--- src/sv/tch_pkg.sv ---
// ---------------------------------------------------------------------------
// tch_pkg: shared types and constants for the ClientHello parser
// Parse phases, status codes, register indexes and payload structs.
// ---------------------------------------------------------------------------
package tch_pkg;

	localparam int unsigned MaxMessageBytesDefault = 65536;

	localparam logic [2:0] ST_OK        = 3'd0;
	localparam logic [2:0] ST_RETRY     = 3'd1;
	localparam logic [2:0] ST_DECODE    = 3'd2;
	localparam logic [2:0] ST_HS_FAIL   = 3'd3;
	localparam logic [2:0] ST_MISSING   = 3'd4;
	localparam logic [2:0] ST_WRONG_TYP = 3'd5;

	localparam logic [2:0] REG_CIPHER_A = 3'd0;
	localparam logic [2:0] REG_CIPHER_B = 3'd1;
	localparam logic [2:0] REG_CIPHER_C = 3'd2;
	localparam logic [2:0] REG_SIGALG_A = 3'd3;
	localparam logic [2:0] REG_SIGALG_B = 3'd4;
	localparam logic [2:0] REG_SIGALG_C = 3'd5;
	localparam logic [2:0] REG_GROUP    = 3'd6;
	localparam logic [2:0] REG_VERSION  = 3'd7;

	localparam logic [15:0] EXT_SERVER_NAME = 16'd0;
	localparam logic [15:0] EXT_GROUPS      = 16'd10;
	localparam logic [15:0] EXT_SIGALGS     = 16'd13;
	localparam logic [15:0] EXT_KEY_SHARE   = 16'd40;
	localparam logic [15:0] EXT_VERSIONS    = 16'd43;
	localparam logic [15:0] EXT_COOKIE      = 16'd44;

	localparam logic [7:0]  RANDOM_BYTES = 8'd32;
	localparam logic [7:0]  SID_MAX      = 8'd32;
	localparam logic [15:0] LIST2_MAX    = 16'd65534;
	localparam logic [15:0] LIST1_MAX    = 16'd254;

	typedef enum logic [4:0] {
		PH_TYPE, PH_LEN, PH_VER, PH_RANDOM, PH_SIDLEN, PH_SID, PH_CSLEN, PH_CS,
		PH_COMPLEN, PH_COMPMETH, PH_EXTLEN, PH_EXTTYPE, PH_EXTDLEN,
		PH_SKIPEXT, PH_SN_LLEN, PH_SN_TYPE, PH_SN_NLEN, PH_SN_NAME,
		PH_LIST_LEN2, PH_LIST_LEN1, PH_LIST_ITEM, PH_KS_LEN, PH_KS_GROUP,
		PH_KS_KLEN, PH_KS_DATA, PH_EXT_END, PH_DRAIN, PH_DONE, PH_SINK
	} phase_t;

	typedef struct packed {
		logic [7:0] data_byte;
		logic       last_byte;
	} in_item_t;

	typedef struct packed {
		logic [2:0]  status;
		logic [15:0] chosen_cipher;
		logic [15:0] chosen_group;
		logic [15:0] chosen_sigalg;
		logic [15:0] share_group;
		logic [15:0] share_offset;
		logic [15:0] share_length;
		logic [15:0] name_offset;
		logic [15:0] name_length;
	} out_item_t;

	typedef struct packed {
		logic [15:0] cipher_a;
		logic [15:0] cipher_b;
		logic [15:0] cipher_c;
		logic [15:0] sigalg_a;
		logic [15:0] sigalg_b;
		logic [15:0] sigalg_c;
		logic [15:0] group;
		logic [15:0] version;
	} cfg_t;

endpackage

--- src/sv/tch_stream_if.sv ---
// ---------------------------------------------------------------------------
// tch_stream_if: valid/ready channel
// Carries one payload per transaction.
// ---------------------------------------------------------------------------
interface tch_stream_if #(parameter type payload_t = logic) ();
	logic     valid;
	logic     ready;
	payload_t payload;
	modport source (output valid, output payload, input ready);
	modport sink (input valid, input payload, output ready);
endinterface

--- src/sv/tls_client_hello_parser.sv ---
// ---------------------------------------------------------------------------
// tls_client_hello_parser: streaming ClientHello parser
// in_ch carries one message byte per transaction (data_byte, last_byte).
// out_ch carries one result per message, on the transaction of last_byte:
// status plus selected cipher/group/sigalg, key share and host name spans.
// Bytes are registered in an input stage; the parse logic then updates its
// state and, for a last byte, loads the output register. The input stage
// takes one byte per cycle while in_ch is not back-pressured.
// The input stage advances whenever the output register is empty or being
// drained, so a stalled receiver back-pressures in_ch only once a result
// is waiting and another last byte is ready to finish.
// Reset clears the parse state, loads the register defaults and empties
// both stages. The user must make configuration writes (cfg_we/cfg_index/
// cfg_data) only while no message is in progress; nothing checks this.
// ---------------------------------------------------------------------------
module tls_client_hello_parser
	import tch_pkg::*;
#(
	parameter int unsigned MAX_MESSAGE_BYTES = MaxMessageBytesDefault
) (
	input  logic        clk,
	input  logic        arst_n,
	tch_stream_if.sink  in_ch,
	tch_stream_if.source out_ch,
	input  logic        cfg_we,
	input  logic [2:0]  cfg_index,
	input  logic [15:0] cfg_data
);
	cfg_t      cfg;
	in_item_t  item_s1;
	logic      valid_s1;
	out_item_t res;
	out_item_t res_q;
	logic      res_valid_q;
	logic      adv;

	tch_cfg_regs u_regs (
		.clk, .arst_n, .cfg_we, .cfg_index, .cfg_data, .cfg
	);

	assign adv = valid_s1 && (!item_s1.last_byte || !res_valid_q || out_ch.ready);
	assign in_ch.ready = !valid_s1 || adv;

	tch_parser_core #(.MAX_MESSAGE_BYTES(MAX_MESSAGE_BYTES)) u_core (
		.clk, .arst_n, .cfg, .step(adv), .item(item_s1), .result(res)
	);

	always_ff @(posedge clk or negedge arst_n) begin
		if (!arst_n) begin
			valid_s1 <= 1'b0;
		end else if (in_ch.ready) begin
			valid_s1 <= in_ch.valid;
		end
	end

	always_ff @(posedge clk) begin
		if (in_ch.ready && in_ch.valid) item_s1 <= in_ch.payload;
	end

	always_ff @(posedge clk or negedge arst_n) begin
		if (!arst_n) begin
			res_valid_q <= 1'b0;
		end else if (adv && item_s1.last_byte) begin
			res_valid_q <= 1'b1;
		end else if (out_ch.ready) begin
			res_valid_q <= 1'b0;
		end
	end

	always_ff @(posedge clk) begin
		if (adv && item_s1.last_byte) res_q <= res;
	end

	assign out_ch.valid   = res_valid_q;
	assign out_ch.payload = res_q;

`ifndef ASSERT_OFF
	a_no_overwrite: assert property (@(posedge clk) disable iff (!arst_n)
		(res_valid_q && !out_ch.ready) |-> !(adv && item_s1.last_byte))
		else $error("result overwritten while stalled");
	a_result_follows_last: assert property (@(posedge clk) disable iff (!arst_n)
		(adv && item_s1.last_byte) |=> res_valid_q)
		else $error("missing result after last byte");
	a_status_range: assert property (@(posedge clk) disable iff (!arst_n)
		res_valid_q |-> (res_q.status <= ST_WRONG_TYP))
		else $error("status out of range");
`endif
endmodule

--- src/sv/tch_cfg_regs.sv ---
// ---------------------------------------------------------------------------
// tch_cfg_regs: configuration register file
// Eight 16-bit candidate registers, written by index.
// ---------------------------------------------------------------------------
module tch_cfg_regs
	import tch_pkg::*;
(
	input  logic        clk,
	input  logic        arst_n,
	input  logic        cfg_we,
	input  logic [2:0]  cfg_index,
	input  logic [15:0] cfg_data,
	output cfg_t        cfg
);
	cfg_t cfg_q;
	assign cfg = cfg_q;

	always_ff @(posedge clk or negedge arst_n) begin
		if (!arst_n) begin
			cfg_q.cipher_a <= 16'd4865;
			cfg_q.cipher_b <= 16'd4866;
			cfg_q.cipher_c <= 16'd4867;
			cfg_q.sigalg_a <= 16'd1025;
			cfg_q.sigalg_b <= 16'd1027;
			cfg_q.sigalg_c <= 16'd2052;
			cfg_q.group    <= 16'd23;
			cfg_q.version  <= 16'h7f16;
		end else if (cfg_we) begin
			case (cfg_index)
				REG_CIPHER_A: cfg_q.cipher_a <= cfg_data;
				REG_CIPHER_B: cfg_q.cipher_b <= cfg_data;
				REG_CIPHER_C: cfg_q.cipher_c <= cfg_data;
				REG_SIGALG_A: cfg_q.sigalg_a <= cfg_data;
				REG_SIGALG_B: cfg_q.sigalg_b <= cfg_data;
				REG_SIGALG_C: cfg_q.sigalg_c <= cfg_data;
				REG_GROUP:    cfg_q.group    <= cfg_data;
				REG_VERSION:  cfg_q.version  <= cfg_data;
				default: ;
			endcase
		end
	end
endmodule

--- src/sv/tch_parser_core.sv ---
// ---------------------------------------------------------------------------
// tch_parser_core: byte-at-a-time ClientHello parser state
// Updates the parse state per accepted byte and forms the result on the
// last byte of a message.
// ---------------------------------------------------------------------------
module tch_parser_core
	import tch_pkg::*;
#(
	parameter int unsigned MAX_MESSAGE_BYTES = MaxMessageBytesDefault
) (
	input  logic      clk,
	input  logic      arst_n,
	input  cfg_t      cfg,
	input  logic      step,
	input  in_item_t  item,
	output out_item_t result
);
	localparam logic [24:0] MaxBody = 25'(MAX_MESSAGE_BYTES - 4);

	phase_t      ph_q, ph;
	logic [15:0] pos_q, pos;
	logic [23:0] mrem_q, mrem;
	logic [15:0] frem_q, frem;
	logic [15:0] erem_q, erem;
	logic [15:0] irem_q, irem;
	logic [15:0] kind_q, kind;
	logic [7:0]  wsh_q, wsh;
	logic        half_q, half;
	logic [1:0]  seen_q, seen;
	logic [5:0]  got_q, got;
	logic [2:0]  err_q, err;
	logic [15:0] pk0_q, pk1_q, pk2_q, pk3_q, pk0, pk1, pk2, pk3;
	logic [15:0] sp0_q, sp1_q, sp2_q, sp3_q, sp0, sp1, sp2, sp3;

	always_comb begin
		logic [7:0]  b;
		logic        wok;
		logic [15:0] w;
		logic [23:0] mr;
		logic [15:0] wp1;
		logic [1:0]  tgt;
		logic [5:0]  tbit;
		logic        hit;
		logic [2:0]  status;
		logic        fields;
		b = item.data_byte;
		ph = ph_q; pos = pos_q; mrem = mrem_q; frem = frem_q; erem = erem_q;
		irem = irem_q; kind = kind_q; wsh = wsh_q; half = half_q; seen = seen_q;
		got = got_q; err = err_q;
		pk0 = pk0_q; pk1 = pk1_q; pk2 = pk2_q; pk3 = pk3_q;
		sp0 = sp0_q; sp1 = sp1_q; sp2 = sp2_q; sp3 = sp3_q;
		w = {wsh_q, b};
		wok = half_q;
		mr = mrem_q - 24'd1;
		wp1 = pos_q + 16'd1;
		tgt = (kind_q == EXT_GROUPS) ? 2'd1 : (kind_q == EXT_SIGALGS) ? 2'd2 : 2'd3;
		tbit = (tgt == 2'd1) ? 6'd2 : (tgt == 2'd2) ? 6'd4 : 6'd8;
		hit = 1'b0;
		status = ST_OK;
		fields = 1'b0;

		case (ph_q)
			PH_TYPE: begin
				if (b != 8'd1) err = ST_WRONG_TYP;
				mrem = '0; frem = 16'd3; ph = PH_LEN;
			end
			PH_LEN: begin
				mrem = {mrem_q[15:0], b};
				frem = frem_q - 16'd1;
				if (frem == 16'd0) begin
					if ({1'b0, mrem} > MaxBody) begin
						err = ST_DECODE; ph = PH_SINK;
					end else begin
						ph = (err != 3'd0) ? PH_DRAIN : PH_VER;
						if (mrem == 24'd0 && ph == PH_VER) begin
							err = ST_DECODE; ph = PH_DRAIN;
						end
					end
				end
			end
			PH_SINK: ;
			default: begin
				if (mrem_q == 24'd0) begin
					err = ST_DECODE; ph = PH_SINK;
				end else begin
					mrem = mr;
					if (!half_q) wsh = b;
					half = !half_q;
					case (ph_q)
						PH_VER: if (wok) begin
							if (w != cfg.version) ph = PH_DRAIN;
							else begin frem = 16'(RANDOM_BYTES); ph = PH_RANDOM; end
						end
						PH_RANDOM: begin
							half = 1'b0; frem = frem_q - 16'd1;
							if (frem == 16'd0) ph = PH_SIDLEN;
						end
						PH_SIDLEN: begin
							half = 1'b0;
							if (b > SID_MAX || 24'(b) > mr) ph = PH_DRAIN;
							else begin
								frem = 16'(b);
								ph = (b != 8'd0) ? PH_SID : PH_CSLEN;
							end
						end
						PH_SID: begin
							half = 1'b0; frem = frem_q - 16'd1;
							if (frem == 16'd0) ph = PH_CSLEN;
						end
						PH_CSLEN: if (wok) begin
							if (24'(w) > mr || w == 16'd0 || w > LIST2_MAX || w[0])
								ph = PH_DRAIN;
							else begin frem = w; ph = PH_CS; end
						end
						PH_CS: begin
							if (frem_q != 16'd0) frem = frem_q - 16'd1;
							if (wok && !got_q[0] && (w == cfg.cipher_a ||
								w == cfg.cipher_b || w == cfg.cipher_c)) begin
								got[0] = 1'b1; pk0 = w;
							end
							if (frem == 16'd0 && half_q) begin
								if (!got[0]) begin err = ST_HS_FAIL; ph = PH_DRAIN; end
								else ph = PH_COMPLEN;
							end
						end
						PH_COMPLEN: begin
							half = 1'b0;
							if (b != 8'd1) ph = PH_DRAIN; else ph = PH_COMPMETH;
						end
						PH_COMPMETH: begin
							half = 1'b0;
							if (b != 8'd0) ph = PH_DRAIN; else ph = PH_EXTLEN;
						end
						PH_EXTLEN: if (wok) begin
							if (24'(w) != mr) ph = PH_DRAIN; else ph = PH_EXTTYPE;
						end
						PH_EXTTYPE: if (wok) begin
							kind = w; ph = PH_EXTDLEN;
						end
						PH_EXTDLEN: if (wok) begin
							if (24'(w) > mr) ph = PH_DRAIN;
							else begin
								erem = w;
								case (kind_q)
									EXT_SERVER_NAME: ph = PH_SN_LLEN;
									EXT_GROUPS, EXT_SIGALGS, EXT_VERSIONS: begin
										if ((got_q & tbit) != 6'd0) ph = PH_DRAIN;
										else ph = (kind_q == EXT_VERSIONS) ?
											PH_LIST_LEN1 : PH_LIST_LEN2;
									end
									EXT_KEY_SHARE: begin
										if (seen_q[0]) ph = PH_DRAIN;
										else begin seen[0] = 1'b1; ph = PH_KS_LEN; end
									end
									EXT_COOKIE: begin
										if (seen_q[1]) ph = PH_DRAIN;
										else begin seen[1] = 1'b1; ph = PH_SKIPEXT; end
									end
									default: ph = PH_SKIPEXT;
								endcase
								if (w == 16'd0 && ph != PH_DRAIN) begin
									if (ph == PH_SKIPEXT) ph = PH_EXTTYPE;
									else ph = PH_DRAIN;
								end
							end
						end
						PH_DRAIN, PH_DONE: half = 1'b0;
						PH_SKIPEXT, PH_SN_LLEN, PH_SN_TYPE, PH_SN_NLEN, PH_SN_NAME,
						PH_LIST_LEN2, PH_LIST_LEN1, PH_LIST_ITEM, PH_KS_LEN,
						PH_KS_GROUP, PH_KS_KLEN, PH_KS_DATA, PH_EXT_END: begin
							erem = erem_q - 16'd1;
							case (ph_q)
								PH_SKIPEXT: half = 1'b0;
								PH_SN_LLEN: if (wok) begin
									if (w != erem || w == 16'd0) ph = PH_DRAIN;
									else ph = PH_SN_TYPE;
								end
								PH_SN_TYPE: begin
									half = 1'b0; irem = 16'(b); ph = PH_SN_NLEN;
								end
								PH_SN_NLEN: if (wok) begin
									if (w > erem) ph = PH_DRAIN;
									else if (irem_q == 16'd0 && got_q[5]) ph = PH_DRAIN;
									else begin
										if (irem_q == 16'd0) begin
											got[5] = 1'b1; sp2 = wp1; sp3 = w;
										end
										frem = w;
										ph = (w != 16'd0) ? PH_SN_NAME : PH_SN_TYPE;
									end
								end
								PH_SN_NAME: begin
									half = 1'b0; frem = frem_q - 16'd1;
									if (frem == 16'd0) ph = PH_SN_TYPE;
								end
								PH_LIST_LEN1, PH_LIST_LEN2: begin
									if (ph_q == PH_LIST_LEN1) begin
										half = 1'b0; wok = 1'b1; w = 16'(b);
									end
									if (wok) begin
										if (w != erem || w == 16'd0 || w[0] ||
											w > ((ph_q == PH_LIST_LEN1) ? LIST1_MAX :
											LIST2_MAX))
											ph = PH_DRAIN;
										else begin irem = w; ph = PH_LIST_ITEM; end
									end
								end
								PH_LIST_ITEM: begin
									if (irem_q != 16'd0) irem = irem_q - 16'd1;
									if (wok && (got_q & tbit) == 6'd0) begin
										case (tgt)
											2'd1: hit = (w == cfg.group);
											2'd2: hit = (w == cfg.sigalg_a ||
												w == cfg.sigalg_b || w == cfg.sigalg_c);
											default: hit = (w == cfg.version);
										endcase
										if (hit) begin
											got = got | tbit;
											if (tgt == 2'd1) pk1 = w;
											if (tgt == 2'd2) pk2 = w;
										end
									end
									if (irem == 16'd0 && half_q) begin
										if ((got & tbit) == 6'd0) begin
											err = (err_q != 3'd0) ? err_q : ST_HS_FAIL;
											ph = PH_DRAIN;
										end else ph = PH_EXT_END;
									end
								end
								PH_KS_LEN: if (wok) begin
									if (w != erem) ph = PH_DRAIN; else ph = PH_KS_GROUP;
								end
								PH_KS_GROUP: if (wok) begin
									irem = w; ph = PH_KS_KLEN;
								end
								PH_KS_KLEN: if (wok) begin
									if (w > erem) ph = PH_DRAIN;
									else begin
										if (!got_q[4] && irem_q == cfg.group) begin
											got[4] = 1'b1; pk3 = irem_q;
											sp0 = wp1; sp1 = w;
										end
										frem = w;
										ph = (w != 16'd0) ? PH_KS_DATA : PH_KS_GROUP;
									end
								end
								PH_KS_DATA: begin
									half = 1'b0; frem = frem_q - 16'd1;
									if (frem == 16'd0) ph = PH_KS_GROUP;
								end
								default: begin half = 1'b0; ph = PH_DRAIN; end
							endcase
							if (ph != PH_DRAIN && erem == 16'd0) begin
								if (ph == PH_SKIPEXT || ph == PH_EXT_END ||
									ph == PH_SN_TYPE || (ph == PH_KS_GROUP && !half))
									ph = PH_EXTTYPE;
								else ph = PH_DRAIN;
							end
						end
						default: begin half = 1'b0; ph = PH_DRAIN; end
					endcase
					if (ph == PH_DRAIN) begin
						half = 1'b0;
						if (err == 3'd0) err = ST_DECODE;
					end
					if (mrem == 24'd0 && ph != PH_DRAIN && ph != PH_DONE) begin
						if (ph != PH_EXTTYPE || half) begin
							ph = PH_DRAIN; half = 1'b0;
							if (err == 3'd0) err = ST_DECODE;
						end else begin
							if (!got[1] || !got[2] || !got[3] || !seen[0] || !seen[1])
								err = ST_MISSING;
							else if (got[4]) err = ST_OK;
							else err = got[1] ? ST_RETRY : ST_HS_FAIL;
							ph = PH_DONE;
						end
					end
				end
			end
		endcase
		pos = wp1;

		if (ph == PH_SINK) status = ST_DECODE;
		else if (ph == PH_TYPE || ph == PH_LEN || mrem != 24'd0) status = ST_RETRY;
		else if (ph == PH_DONE) begin
			status = err; fields = (err <= ST_RETRY);
		end else status = (err != 3'd0) ? err : ST_DECODE;

		result.status        = status;
		result.chosen_cipher = fields ? pk0 : '0;
		result.chosen_group  = fields ? pk1 : '0;
		result.chosen_sigalg = fields ? pk2 : '0;
		result.share_group   = fields ? pk3 : '0;
		result.share_offset  = fields ? sp0 : '0;
		result.share_length  = fields ? sp1 : '0;
		result.name_offset   = fields ? sp2 : '0;
		result.name_length   = fields ? sp3 : '0;
	end

	always_ff @(posedge clk or negedge arst_n) begin
		if (!arst_n) begin
			ph_q <= PH_TYPE; pos_q <= '0; mrem_q <= '0; frem_q <= '0; erem_q <= '0;
			irem_q <= '0; kind_q <= '0; wsh_q <= '0; half_q <= 1'b0; seen_q <= '0;
			got_q <= '0; err_q <= '0;
			pk0_q <= '0; pk1_q <= '0; pk2_q <= '0; pk3_q <= '0;
			sp0_q <= '0; sp1_q <= '0; sp2_q <= '0; sp3_q <= '0;
		end else if (step) begin
			if (item.last_byte) begin
				ph_q <= PH_TYPE; pos_q <= '0; mrem_q <= '0; frem_q <= '0; erem_q <= '0;
				irem_q <= '0; kind_q <= '0; wsh_q <= '0; half_q <= 1'b0; seen_q <= '0;
				got_q <= '0; err_q <= '0;
				pk0_q <= '0; pk1_q <= '0; pk2_q <= '0; pk3_q <= '0;
				sp0_q <= '0; sp1_q <= '0; sp2_q <= '0; sp3_q <= '0;
			end else begin
				ph_q <= ph; pos_q <= pos; mrem_q <= mrem; frem_q <= frem; erem_q <= erem;
				irem_q <= irem; kind_q <= kind; wsh_q <= wsh; half_q <= half;
				seen_q <= seen; got_q <= got; err_q <= err;
				pk0_q <= pk0; pk1_q <= pk1; pk2_q <= pk2; pk3_q <= pk3;
				sp0_q <= sp0; sp1_q <= sp1; sp2_q <= sp2; sp3_q <= sp3;
			end
		end
	end
endmodule
--- src/flat_wrapper.sv ---
// flat-port wrapper written by rule: the top's interface ports become plain ports
module tls_client_hello_parser_flat import tch_pkg::*;
#(
	parameter int unsigned MAX_MESSAGE_BYTES = MaxMessageBytesDefault
)
  (clk, arst_n, cfg_we, cfg_index, cfg_data, in_ch_valid, in_ch_payload, in_ch_ready, out_ch_valid, out_ch_payload, out_ch_ready);
  tch_stream_if in_ch_i ();
  tch_stream_if out_ch_i ();
  input  logic clk;
  input  logic arst_n;
  input  logic cfg_we;
  input  logic [2:0] cfg_index;
  input  logic [15:0] cfg_data;
  input wire logic [$bits(in_ch_i.valid)-1:0] in_ch_valid;
  input wire logic [$bits(in_ch_i.payload)-1:0] in_ch_payload;
  output wire logic [$bits(in_ch_i.ready)-1:0] in_ch_ready;
  output wire logic [$bits(out_ch_i.valid)-1:0] out_ch_valid;
  output wire logic [$bits(out_ch_i.payload)-1:0] out_ch_payload;
  input wire logic [$bits(out_ch_i.ready)-1:0] out_ch_ready;
  assign in_ch_i.valid = in_ch_valid;
  assign in_ch_i.payload = in_ch_payload;
  assign in_ch_ready = in_ch_i.ready;
  assign out_ch_valid = out_ch_i.valid;
  assign out_ch_payload = out_ch_i.payload;
  assign out_ch_i.ready = out_ch_ready;
  tls_client_hello_parser #(.MAX_MESSAGE_BYTES(MAX_MESSAGE_BYTES)) u_core (.clk(clk), .arst_n(arst_n), .in_ch(in_ch_i), .out_ch(out_ch_i), .cfg_we(cfg_we), .cfg_index(cfg_index), .cfg_data(cfg_data));
endmodule
--- config.mk ---
export PLATFORM = sky130hd
export DESIGN_NAME = tls_client_hello_parser_flat
export DESIGN_NICKNAME = d
export VERILOG_FILES = /design/src/sv/tch_pkg.sv /design/src/sv/tch_stream_if.sv /design/src/sv/tls_client_hello_parser.sv /design/src/sv/tch_cfg_regs.sv /design/src/sv/tch_parser_core.sv /design/src/flat_wrapper.sv
export SDC_FILE = /design/constraint.sdc
export NUM_CORES = 1
export LEC_CHECK = 0
export BUFFER_PORTS_ARGS = -buffer_cell sky130_fd_sc_hd__buf_2
export CORE_MARGIN = 3
export CORE_UTILIZATION = 49
export CTS_BUF_LIST = sky130_fd_sc_hd__clkbuf_4 sky130_fd_sc_hd__clkbuf_8
export DETAILED_ROUTE_END_ITERATION = 12
export PLACE_DENSITY_LB_ADDON = 0.08
export SKIP_LAST_GASP = 1
export SLEW_MARGIN = 20
export SYNTH_ARGS = -nofsm -noshare
export SYNTH_HDL_FRONTEND = slang
export SYNTH_HIERARCHICAL = 1
export SYNTH_SLANG_ARGS = --single-unit
--- constraint.sdc ---
create_clock -name clk -period 14.4 [get_ports clk]
set_clock_uncertainty 0.2 [all_clocks]
set_input_delay 2.88 -clock clk [delete_from_list [all_inputs] [get_ports clk]]
set_output_delay 2.88 -clock clk [all_outputs]
set_load 0.05 [all_outputs]
Yosys cells after proc, flatten, opt, wreduce, memory -nomap -nowiden
Index checks and enable logic that the tools add are counted.
- add/sub/neg operators: 4
- magnitude comparators: 7
- equality and inequality tests: 95
- mux-type cells: 222
- bitwise operators: 3
- reduce and logical (&&, ||, !) cells: 109
- operators by type and width (cell ; count):
    16-bit 2-to-1 mux ; 52
    5-bit 2-to-1 mux ; 52
    16-bit == test ; 9
    16-bit logical NOT ; 8
    16-bit one-hot mux with 3 select lines ; 2
    16-bit one-hot mux with 6 select lines ; 1
    5-bit == test, second input constant ; 18
    24-bit logical NOT ; 3
    24-bit one-hot mux with 3 select lines ; 1
    16-bit one-hot mux with 4 select lines ; 1
    3-bit 2-to-1 mux ; 21
    5-bit one-hot mux with 12 select lines ; 1
    5-bit one-hot mux with 11 select lines ; 1
    6-bit 2-to-1 mux ; 9
    5-bit by 4-bit == test with 1-bit output, second input constant ; 10
    16-bit by 6-bit == test with 1-bit output, second input constant ; 3
    24-bit 2-to-1 mux ; 2
    16-bit != test ; 3
    16-bit nonzero test ; 3
    16-bit by 1-bit subtractor with 16-bit output, second input constant ; 3
    1-bit 2-to-1 mux ; 43
    4-bit 2-to-1 mux ; 9
    16-bit by 4-bit == test with 1-bit output, second input constant ; 2
    16-bit > comparator ; 2
    other kinds (56) ; 181
- register bits: 261
- bits of input ports: 25
- output and inout port bits: 3
- word-level logic and storage cells: 466

Logic depth before layout (Yosys ltp)
- depth in word-level cells: 51
- depth in mapped cells: 26
- depth with buffers taken out: 21

By module
Netlist, hierarchy kept.
- by module, submodules not included (module ; instances ; cells an instance ; area an instance (sq um)):
    tch_parser_core ; 1 ; 2726 ; 22306.4
    tch_cfg_regs ; 1 ; 279 ; 4957.3
    tls_client_hello_parser ; 1 ; 13 ; 168.9

Least setup slack after synthesis
No wires, ideal clock.
- kind: input to output
- from: input out_ch_ready
- to: output in_ch_ready
- data arrival time: 3318 ps
- data required time: 11320 ps
- path slack: 8002 ps
- stages on the path: 1
- buffers on the path: 0
- cells stage by stage: nand4b_2
- word-level cells in the longest chain between the ends: 3
- RTL lines (what ; line ; RTL):
    start, declared ; flat_wrapper.sv:19 ; input wire logic [$bits(out_ch_i.ready)-1:0] out_ch_ready;
    1-bit logical OR ; tls_client_hello_parser.sv:41 ; assign adv = valid_s1 && (!item_s1.last_byte || !res_valid_q || out_ch.ready);
    1-bit logical AND ; tls_client_hello_parser.sv:41 ;
    1-bit logical OR ; tls_client_hello_parser.sv:42 ; assign in_ch.ready = !valid_s1 || adv;
    end, declared ; flat_wrapper.sv:16 ; output wire logic [$bits(in_ch_i.ready)-1:0] in_ch_ready;
Every way passes these cells.

Worst setup path after layout
Ends and elaborated chain as after synthesis.

==> summary.md <==
| Metric | Value |
|---|---|
| Max-cap viol count | 0 |
| Nets | 2112 |
| Setup TNS | 0 ns |
| Hold crit path type | register to register |
| GRT overflow | 0 |
| Number of global-route vias before repair | 15.8k |
| Worst skew pair latency | 0.64 ns |
| Average routed wire per standard cell | 24.5 µm |
| Die H | 200 µm |
| Normalized max-slew margin | 0.230 |
| Cell Count, Final, Fillers Out | 2556 |
| Crit end category | output pin |
| Mapped cell area | 0.0184 mm² |
| IO Count | 28 |
| CTS Sinks | 246 |
| Least-Margin Pin Slew | 1.15 ns |
| Starting Density | 0.499 |
| Maximum vdd ir drop | 0.0000973 V |
| Die area | 0.0398 mm² |
| Pwr Density | 235 mW/mm² |
| Average cell area after synthesis | 8.67 µm² |
| CTS tree | yes |
| Core Area | 0.0368 mm² |
| Placed cells | 2466 |
| Share of cells above drive strength 1 | 0.179 |
| Setup CP Type | input port to output pin |
| # resized after CTS | 0 |
| RSZ-0062 raised after global routing | no |
| Total CTS buffers | 48 |
| WP data required | 11.32 ns |
| CP Max Fanout | 3 |
| GRT Total Usage | 0.311 |
| IO Port Bufs | 27 |
| Core Util, Final | 0.538 |
| Vias post-DR | 16.7k |
| Worst R2R Path Depth | 19 |
| Final Cell Area | 0.0198 mm² |
| CP startpoint kind | input port |
| Fin crit share | 0.453 |
| DR DRC count | 0 |
| Hold-fix buffers at CTS | 0 |
| Post-DR vias/cell | 6.52 |
| Period minus WS final | 6.52 ns |
| Setup violators final | 0 |
| # rows | 70 |
| Clk buf depth | 3 |
| Inserted Diodes | 0 |
| Initial antenna violation count | 1 |
| Synth Instances | 2117 |
| Crit path arrival time | 3.44 ns |
| Outcome | finished clean |
| Area grow syn2layout | 7.73% |
| Setup WS pre-CTS | 7.87 ns |
| Die width | 200 µm |
| CTS root buffer | clkbuf_8 |
| Reg clk slew, reported paths | 0.05 ns |
| Slew Limit Fails | 0 |
| Final ANT Viol Nets | 0 |
| P_leak | 7.99 nW |
| Post-detail-place hpwl | 42400 µm |
| Final hold viol count | 0 |
| Initial DRC count | 1636 |
| Htree depth | 2 |
| Max Clk Rate | 153 MHz |
| Global-route wire length before repair | 95500 µm |
| Ys Warns | 6 |
| First-pass DRT Iterations | 6 |
| Gpl congestion | 0.976 |
| Area after DPL | 0.0187 mm² |
| Worst setup margin | 7.88 ns |
| Pin count of the biggest net entering global routing | 138 |
| Post-Route WL | 62500 µm |
| Post-CTS setup buffer count | 0 |
| Cell count of the worst hold path | 1 |
[per-stage QoR]
step	hold WS, ns	total power, mW
finish	0.278	4.65
floorplan	0.249	3.06
global placement	0.263	3.74
CTS	0.284	4.59
global route	0.306	4.98
detailed placement	0.268	3.76
[routing by layer]
metal / vias up / GRT usage / wire length (µm)
met5: - / 0 / 0
met4: 0 / 0.108 / 2080
met3: 124 / 0.0492 / 4490
met2: 715 / 0.499 / 28600
met1: 8191 / 0.429 / 27400
li1: 7638 / - / -
[final timing paths]
path	start	endpoint	slack, ns
worst max register to register	u_core/u_core/erem_q[0]	u_core/out_ch.payload	8.14
min in group asynchronous	arst_n	u_core/u_core/frem_q[6]	2.00
worst max-delay path	out_ch_ready	in_ch_ready	7.88
max in group asynchronous	arst_n	u_core/u_regs/cfg[45]	10.75
worst min-delay path	u_core/u_core/sp3_q[0]	u_core/u_core/sp3_q[0]	0.28
worst min register to register	u_core/u_core/sp3_q[0]	u_core/u_core/sp3_q[0]	0.28
[flip-flops by register name, summed over array words and instances (netlist names), 2 cells and up]
register and flops:
u_core/u_core/got_q 6, u_core/u_core/irem_q 16, u_core/u_core/frem_q 16, u_core/u_core/kind_q 16, u_core/u_core/seen_q 2, u_core/u_core/mrem_q 24, u_core/u_core/erem_q 16, u_core/u_core/err_q 3
u_core/u_core/ph_q 5, u_core/u_core/wsh_q 8, u_core/u_regs/cfg 128
[layout by cell type, fill, tap and decap left out, types with 15 or more instances in the layout]
cell / instances
buf_4: 33
ha_1: 38
a31oi_1: 18
conb_1: 25
nor2_1: 149
nand3_1: 43
or3_1: 23
clkbuf_4: 22
or2_2: 19
xor2_1: 87
o21ai_0: 126
o22ai_1: 19
clkbuf_8: 56
o31ai_1: 33
and3_1: 21
a221oi_1: 21
o2bb2ai_1: 27
a21oi_1: 78
nor3_1: 83
xnor2_1: 82
or4_1: 15
buf_2: 26
inv_1: 52
dfstp_2: 34
nand2_1: 170
nor4_1: 61
nand4_1: 56
mux2_2: 121
nand2b_1: 31
dfrtp_1: 210
nor2b_1: 16
[power by group]
part	total, mW	internal [mW]	switching, mW
sequential	1.11	0.877	0.237
combinational	2.74	0.997	1.74
clock	0.801	0.468	0.334
total	4.65	2.34	2.31
[worst max-delay path, stage by stage]
cell      delay (ns)
buf_2           0.10
nand4b_2        0.20
buf_2           0.26
[layout make-up]
type                    instances  area [µm²]
fillers                      3419       17000
well taps                     468         586
clock inverters                11         153
inverters                      54         203
multi-input cells            1636       11200
clock buffers                  78         936
flip-flops and latches        246        6210
repair buffers                 63         439
(Power assumes the default switching activity.)
